--- config.mk ---
export PLATFORM = sky130hd
export DESIGN_NAME = sha1_chained_keystream_xor_top
export DESIGN_NICKNAME = d
export VERILOG_FILES = /design/src/design/skx_pkg.sv /design/src/design/skx_front.sv /design/src/design/skx_sha1.sv /design/src/design/skx_back.sv /design/src/design/sha1_chained_keystream_xor_top.sv
export SDC_FILE = /design/constraint.sdc
export NUM_CORES = 2
export LEC_CHECK = 0
export BUFFER_PORTS_ARGS = -buffer_cell sky130_fd_sc_hd__buf_4
export CAP_MARGIN = 20
export CORE_ASPECT_RATIO = 2
export CORE_MARGIN = 2
export CORE_UTILIZATION = 55
export CTS_BUF_LIST = sky130_fd_sc_hd__clkbuf_8 sky130_fd_sc_hd__clkbuf_16
export CTS_CLUSTER_SIZE = 28
export DETAILED_ROUTE_END_ITERATION = 8
export GPL_ROUTABILITY_DRIVEN = 1
export PLACE_DENSITY = 0.71
export SKIP_LAST_GASP = 1
export SLEW_MARGIN = 20
export SYNTH_ARGS = -nofsm -noshare
export SYNTH_HDL_FRONTEND = slang
export SYNTH_SLANG_ARGS = --single-unit
--- constraint.sdc ---
create_clock -name clk -period 52.1 [get_ports clk]
set_input_delay 10.42 -clock clk [delete_from_list [all_inputs] [get_ports clk]]
set_output_delay 10.42 -clock clk [all_outputs]
set_load 0.005 [all_outputs]
--- src/design/skx_pkg.sv ---
// Package: seeds, SHA-1 constants, shared types and helper functions.
`default_nettype none
package skx_pkg;

    localparam int BLK_BYTES = 20;
    localparam int QUEUE_DEPTH = 2;

    localparam logic [159:0] SEED_A =
        160'h8DE5A856_D2EE76E0_6C45DD9F_5712C63A_0ADB05C1;
    localparam logic [159:0] SEED_B =
        160'hAF808FC3_977B2187_752269DE_83CCA6C6_12F0DC49;

    localparam logic [159:0] SHA1_IV =
        160'h67452301_EFCDAB89_98BADCFE_10325476_C3D2E1F0;

    // Item passed from front to back
    typedef struct packed {
        logic [7:0] data_byte;
        logic       last_byte;
    } item_t;

    function automatic logic [31:0] rotl1(input logic [31:0] x);
        rotl1 = {x[30:0], x[31]};
    endfunction

    function automatic logic [31:0] rotl5(input logic [31:0] x);
        rotl5 = {x[26:0], x[31:27]};
    endfunction

    function automatic logic [31:0] rotl30(input logic [31:0] x);
        rotl30 = {x[1:0], x[31:2]};
    endfunction

    // 16-word message for block || SEED_B with padding for 320 bits
    function automatic logic [511:0] build_msg(input logic [159:0] blk);
        build_msg = {blk, SEED_B, 32'h80000000, 128'h0, 32'h00000140};
    endfunction

endpackage
`default_nettype wire

--- src/design/skx_front.sv ---
// Front end: accepts input bytes into a short queue.
`default_nettype none
module skx_front
    import skx_pkg::*;
(
    input  wire logic       clk,
    input  wire logic       rst_n,
    input  wire logic [7:0] data_byte,
    input  wire logic       last_byte,
    input  wire logic       in_valid,
    output logic            in_ready,
    output item_t           q_item,
    output logic            q_valid,
    input  wire logic       q_ready
);

    item_t      mem_reg [QUEUE_DEPTH];
    logic       wptr_reg, wptr_next, rptr_reg, rptr_next;
    logic [1:0] cnt_reg, cnt_next;
    logic       push, pop;

    assign in_ready = (cnt_reg != 2'(QUEUE_DEPTH));
    assign q_valid  = (cnt_reg != 2'd0);
    assign q_item   = mem_reg[rptr_reg];
    assign push     = in_valid && in_ready;
    assign pop      = q_valid && q_ready;

    // Pointer and count update
    always_comb
    begin
        wptr_next = push ? ~wptr_reg : wptr_reg;
        rptr_next = pop ? ~rptr_reg : rptr_reg;
        cnt_next  = cnt_reg + {1'b0, push} - {1'b0, pop};
    end

    always_ff @(posedge clk or negedge rst_n)
    begin
        if (!rst_n)
        begin
            wptr_reg <= 1'b0;
            rptr_reg <= 1'b0;
            cnt_reg  <= 2'd0;
        end
        else
        begin
            wptr_reg <= wptr_next;
            rptr_reg <= rptr_next;
            cnt_reg  <= cnt_next;
        end
    end

    // Queue storage
    always_ff @(posedge clk)
    begin
        if (push)
        begin
            mem_reg[wptr_reg] <= '{data_byte: data_byte, last_byte: last_byte};
        end
    end

endmodule
`default_nettype wire

--- src/design/skx_sha1.sv ---
// Iterative SHA-1 core: one round per cycle over a single padded block.
`default_nettype none
module skx_sha1
    import skx_pkg::*;
(
    input  wire logic         clk,
    input  wire logic         rst_n,
    input  wire logic         start,
    input  wire logic [159:0] blk_in,
    output logic              busy,
    output logic              done,
    output logic [159:0]      digest
);

    logic [511:0] w_reg, w_next;
    logic [31:0]  a_reg, b_reg, c_reg, d_reg, e_reg;
    logic [31:0]  a_next, b_next, c_next, d_next, e_next;
    logic [6:0]   rnd_reg, rnd_next;
    logic         busy_reg, busy_next, done_reg, done_next;
    logic [31:0]  f, k, wt, wnew;

    assign busy   = busy_reg;
    assign done   = done_reg;
    assign digest = {a_reg + SHA1_IV[159:128], b_reg + SHA1_IV[127:96],
                     c_reg + SHA1_IV[95:64], d_reg + SHA1_IV[63:32],
                     e_reg + SHA1_IV[31:0]};

    // Round function and message schedule
    always_comb
    begin
        wt   = w_reg[511:480];
        wnew = rotl1(w_reg[95:64] ^ w_reg[255:224] ^ w_reg[447:416] ^ w_reg[511:480]);
        if (rnd_reg < 7'd20)
        begin
            f = (b_reg & c_reg) | (~b_reg & d_reg);
            k = 32'h5A827999;
        end
        else if (rnd_reg < 7'd40)
        begin
            f = b_reg ^ c_reg ^ d_reg;
            k = 32'h6ED9EBA1;
        end
        else if (rnd_reg < 7'd60)
        begin
            f = (b_reg & c_reg) | (b_reg & d_reg) | (c_reg & d_reg);
            k = 32'h8F1BBCDC;
        end
        else
        begin
            f = b_reg ^ c_reg ^ d_reg;
            k = 32'hCA62C1D6;
        end

        w_next    = w_reg;
        a_next    = a_reg;
        b_next    = b_reg;
        c_next    = c_reg;
        d_next    = d_reg;
        e_next    = e_reg;
        rnd_next  = rnd_reg;
        busy_next = busy_reg;
        done_next = 1'b0;
        if (start && !busy_reg)
        begin
            w_next    = build_msg(blk_in);
            {a_next, b_next, c_next, d_next, e_next} = SHA1_IV;
            rnd_next  = 7'd0;
            busy_next = 1'b1;
        end
        else if (busy_reg)
        begin
            a_next   = rotl5(a_reg) + f + e_reg + k + wt;
            b_next   = a_reg;
            c_next   = rotl30(b_reg);
            d_next   = c_reg;
            e_next   = d_reg;
            w_next   = {w_reg[479:0], wnew};
            rnd_next = rnd_reg + 7'd1;
            if (rnd_reg == 7'd79)
            begin
                busy_next = 1'b0;
                done_next = 1'b1;
            end
        end
    end

    always_ff @(posedge clk or negedge rst_n)
    begin
        if (!rst_n)
        begin
            busy_reg <= 1'b0;
            done_reg <= 1'b0;
            rnd_reg  <= 7'd0;
        end
        else
        begin
            busy_reg <= busy_next;
            done_reg <= done_next;
            rnd_reg  <= rnd_next;
        end
    end

    always_ff @(posedge clk)
    begin
        w_reg <= w_next;
        a_reg <= a_next;
        b_reg <= b_next;
        c_reg <= c_next;
        d_reg <= d_next;
        e_reg <= e_next;
    end

endmodule
`default_nettype wire

--- src/design/skx_back.sv ---
// Back end: keystream state, XOR and output register; drives the hash core.
`default_nettype none
module skx_back
    import skx_pkg::*;
(
    input  wire logic  clk,
    input  wire logic  rst_n,
    input  wire item_t q_item,
    input  wire logic  q_valid,
    output logic       q_ready,
    output logic [7:0] out_byte,
    output logic       out_valid,
    input  wire logic  out_ready
);

    localparam logic [1:0] ST_INIT = 2'd0;
    localparam logic [1:0] ST_RUN  = 2'd1;
    localparam logic [1:0] ST_HASH = 2'd2;

    logic [1:0]   state_reg, state_next;
    logic [159:0] ks_reg, ks_next;
    logic [159:0] first_reg, first_next;
    logic [4:0]   pos_reg, pos_next;
    logic [7:0]   ob_reg, ob_next;
    logic         ov_reg, ov_next;
    logic         start;
    logic [159:0] hash_in;
    logic         h_busy, h_done;
    logic [159:0] digest;
    logic [7:0]   ks_byte;
    logic         take;

    skx_sha1 u_sha1 (
        .clk    (clk),
        .rst_n  (rst_n),
        .start  (start),
        .blk_in (hash_in),
        .busy   (h_busy),
        .done   (h_done),
        .digest (digest)
    );

    assign out_byte  = ob_reg;
    assign out_valid = ov_reg;
    assign ks_byte   = ks_reg[8'(159 - 8 * pos_reg) -: 8];
    assign q_ready   = (state_reg == ST_RUN) && (!ov_reg || out_ready);
    assign take      = q_valid && q_ready;

    // Sequencer: first block after reset, then one byte per transfer
    always_comb
    begin
        state_next = state_reg;
        ks_next    = ks_reg;
        first_next = first_reg;
        pos_next   = pos_reg;
        ob_next    = ob_reg;
        ov_next    = ov_reg && !out_ready;
        start      = 1'b0;
        hash_in    = ks_reg;
        unique case (state_reg)
            ST_INIT:
            begin
                hash_in = SEED_A;
                start   = !h_busy && !h_done;
                if (h_done)
                begin
                    first_next = digest;
                    ks_next    = digest;
                    pos_next   = 5'd0;
                    state_next = ST_RUN;
                end
            end
            ST_RUN:
            begin
                if (take)
                begin
                    ob_next = q_item.data_byte ^ ks_byte;
                    ov_next = 1'b1;
                    if (q_item.last_byte)
                    begin
                        ks_next  = first_reg;
                        pos_next = 5'd0;
                    end
                    else if (pos_reg == 5'(BLK_BYTES - 1))
                    begin
                        pos_next   = 5'd0;
                        start      = 1'b1;
                        state_next = ST_HASH;
                    end
                    else
                    begin
                        pos_next = pos_reg + 5'd1;
                    end
                end
            end
            ST_HASH:
            begin
                if (h_done)
                begin
                    ks_next    = digest;
                    state_next = ST_RUN;
                end
            end
            default:
            begin
                state_next = ST_INIT;
            end
        endcase
    end

    always_ff @(posedge clk or negedge rst_n)
    begin
        if (!rst_n)
        begin
            state_reg <= ST_INIT;
            pos_reg   <= 5'd0;
            ov_reg    <= 1'b0;
        end
        else
        begin
            state_reg <= state_next;
            pos_reg   <= pos_next;
            ov_reg    <= ov_next;
        end
    end

    always_ff @(posedge clk)
    begin
        ks_reg    <= ks_next;
        first_reg <= first_next;
        ob_reg    <= ob_next;
    end

endmodule
`default_nettype wire

--- src/design/sha1_chained_keystream_xor_top.sv ---
// Top level of the SHA-1 output-feedback keystream XOR block.
// Each transferred byte is XORed with the current 20-byte SHA-1 keystream block
// and is registered first in the two-entry queue and then in the output register.
// Within a block a byte is taken every cycle while the output is not stalled;
// after the twentieth byte the iterative SHA-1 core, one round per cycle,
// computes the next block, and no byte is taken until its result is loaded.
// After reset the core first makes the opening block before any byte is taken;
// a byte marked last returns to that stored opening block at once. Input bytes
// land in a two-entry queue, which absorbs up to two bytes while the hash runs;
// after that the input stalls until the next block is ready.
`default_nettype none
module sha1_chained_keystream_xor_top
    import skx_pkg::*;
(
    input  wire logic       clk,
    input  wire logic       rst_n,
    input  wire logic [7:0] data_byte,
    input  wire logic       last_byte,
    input  wire logic       in_valid,
    output logic            in_ready,
    output logic [7:0]      out_byte,
    output logic            out_valid,
    input  wire logic       out_ready
);

    item_t q_item;
    logic  q_valid, q_ready;

    skx_front u_front (
        .clk       (clk),
        .rst_n     (rst_n),
        .data_byte (data_byte),
        .last_byte (last_byte),
        .in_valid  (in_valid),
        .in_ready  (in_ready),
        .q_item    (q_item),
        .q_valid   (q_valid),
        .q_ready   (q_ready)
    );

    skx_back u_back (
        .clk       (clk),
        .rst_n     (rst_n),
        .q_item    (q_item),
        .q_valid   (q_valid),
        .q_ready   (q_ready),
        .out_byte  (out_byte),
        .out_valid (out_valid),
        .out_ready (out_ready)
    );

endmodule
`default_nettype wire

==> run metrics <==
run status complete, no violations; Tcrit/Tclk final 28.2%; total power 1.53 mW; setup TNS 0 ns; CTS resizes 0; maxcap violations 0; CTS buffer count 87; VDD IR max 0.0230 mV; area of the die 86800 um2; FF-to-FF End u_back.u_sha1.a_reg[29]; met2 WL 64000 um; initial antenna violation count 0; Synth Cell Area around 46000 um2; Static Leakage ~20 nW; clk_lat worst skew about 0.70 ns; final clock skew 0.0396 ns; Min Clock Period, post-route approximately 15 ns; via-per-instance ratio 6.10; max FFs per register between 500 and 600; CP max FO 117; Crit Path Category in2reg; Multi-input gate area 18400 um2; Max Root-Sink Buffers 3; top sig layer met4; Initial Utilization a little under three fifths; global-route wire length before repair roughly 190000 um; Net Sw Frac 20.5%; Die H 415 um; Critical R2R Launch u_back.u_sha1.rnd_reg[2]; Mapped Cells 3982; Die Wd 209 um; Antenna Violating Nets Remaining 0; Worst-Margin Slew roughly 1.3 ns; CP arrival 14.99 ns; number of global-route vias before repair 30100; area post-placement 47200 um2; switching pwr 0.313 mW; FMAX between 0.06 and 0.07 GHz; Gate power share 0.6%; Seq/Total Area, Yosys 56.0%; slowest CP cell buf_4; GRT Util Overall 30.5%; CP endpoint kind flop; Worst Setup EP u_back.u_sha1.w_reg[390]; share of layout cells above drive strength 1 10.0%; core area 83500 um2; Unique masters post-synth 82; Post-CTS Setup Repair Bufs 0; fillers 6650; final instance area 50100 um2; slowest cell delay on critical path approximately 0.92 ns; Critical Path Source Type input pin; R2R cell count 20; flop2flop setup slack about 46 ns; Vias 30600; unrepaired setup endpoints after global routing false; pins over their slew limit 0; metal3 WL 7350 um; Final HPWL DP 95200 um; routed length per placed instance 26.2 um; P_int 1.21 mW; Net count, final 4060; placed cells 4853; Syn Area/Cell 11.6 um2; pin count of the biggest net entering global routing between 100 and 150; I/O Buffers 22; DRC 0; Worst EP required 52.39 ns; Hold Buf Count CTS 0; Post-Route WL 132000 um; Clk pwr share roughly 43%; CTS tree yes; Slew headroom 15.3%; IO Pins 23; most frequent CP cell buf_4; routability cong. 0.995; FP Rows 150; sequential share of power 56.0%; non-filler cells, final 5014; Pwr Density 30.4 nW/um2; ys flop type dfxtp_1; critical path, cell by cell buf_4, nor2b_1, nor3_2, nand3_1, o31a_1, and2_4, inv_8, buf_4, buf_4, buf_4; First-pass DRT Iterations 8; GRT overflow 0; Root Driver clkbuf_16; Synth Register Bits around 1000; area delta synth->final 8.12%; clock sink count 1039; register area 26000 um2; crit path from out_ready; Syn. warnings 0; final-report hold violation count 0; number of synthesized flops with an enable pin 506; M1 WL 47100 um; Min-Delay Path Class reg2reg; Final setup viols 0; asr flop ratio synth 2.02%; H-tree levels 3; drt first-iter violations 3028; Worst-path clk slew 0.07 ns; syn nets around 4200
per-stage QoR:
stage          utilization, %  hold WS (ns)  worst slack (ns)
2_1_floorplan               -         0.408             28.93
3_3_place_gp             56.5         0.409             36.81
3_5_place_dp             56.5         0.414             36.76
4_1_cts                  60.0         0.430             37.48
5_1_grt                  60.0         0.437             37.12
6_report                 60.0         0.431             37.40
synth_stat cells, drive strengths merged (21+ instances only):
cell	instances	area (um2)
inv	284	1070
nand3	33	165
ha	48	601
nor2	246	931
a22oi	46	345
dfxtp	512	10200
o22a	44	385
buf	45	210
o22ai	26	163
edfxtp	506	15200
mux2i	33	330
nand2	383	1440
a22o	309	2710
xor2	83	727
a21oi	126	631
mux4	48	1080
dfrtp	21	526
xnor2	181	1590
nor3	29	155
o21ai	263	1320
clkbuf	212	796
fa	120	2400
mux2	117	1320
cell type report:
type,instances,share of cell area [%]
sequential,1039,51.8
multi-input combinational,2401,36.6
clock buffer,103,4.94
tap,1064,2.66
inverter,285,2.16
timing repair buffer,65,1.02
clock inverter,55,0.771
antenna,2,0.00998
critical path, delay by kind of cell:
| kind | cells | cell delay [ns] |
|---|---|---|
| AOI/OAI and AO/OA | 1 | 0.16 |
| buffers and inverters | 5 | 3.27 |
| and+or+nand+nor | 4 | 0.94 |
power groups by stage:
stage                     clock, mW  combinational (mW)  sequential, mW
final                         0.661             0.00986           0.855
after global routing          0.699              0.0110           0.855
after global placement            0             0.00972           0.873
after detailed placement          0              0.0101           0.874
after floorplan                   0             0.00623           0.873
after CTS                     0.669              0.0102           0.855
routing by layer:
metal  global-route usage, %  vias up
li1                        -    13900
met1                    34.4    15100
met2                    51.0     1159
met3                    4.18      417
met4                    25.6        0
met5                       0        -
placed cells by master (no fill, tap or decap), drive strengths merged, types with 65 or more instances in the layout:
cell type / count
mux2: 117
dfxtp: 512
inv: 301
a22o: 309
clkbuf: 103
fa: 120
xor2: 83
edfxtp: 506
buf: 65
o21ai: 263
nand2: 383
xnor2: 181
a21oi: 126
nor2: 246
cells by family (layout without fill, tap and decap cells):
group                    count (synthesis)  in the layout  synth area share [%]
XOR/XNOR                               264            264                  4.99
buffers and inverters                  542            508                  4.48
AND/OR/NAND/NOR                        804            804                  7.43
other                                    0              2                     0
multiplexers                           198            198                  5.89
AO/OA/AOI/OAI                          967            967                  14.7
flip-flops                            1039           1039                  56.0
adder cells (fa/ha/maj)                168            168                  6.48
how the worst min path moves through the flow:
stage	start	end	slack, ns	cells past startpoint
6_report	u_back.u_sha1.e_reg[2]	u_back.first_reg[2]	0.43	0
5_1_grt	u_back.u_sha1.e_reg[2]	u_back.first_reg[2]	0.44	0
4_1_cts	u_back.u_sha1.e_reg[2]	u_back.first_reg[2]	0.43	0
3_5_place_dp	u_back.u_sha1.e_reg[2]	u_back.first_reg[2]	0.41	0
3_3_place_gp	u_back.u_sha1.e_reg[3]	u_back.first_reg[3]	0.41	0
2_1_floorplan	u_back.u_sha1.e_reg[1]	u_back.first_reg[1]	0.41	0
(Power assumes the default switching activity.)
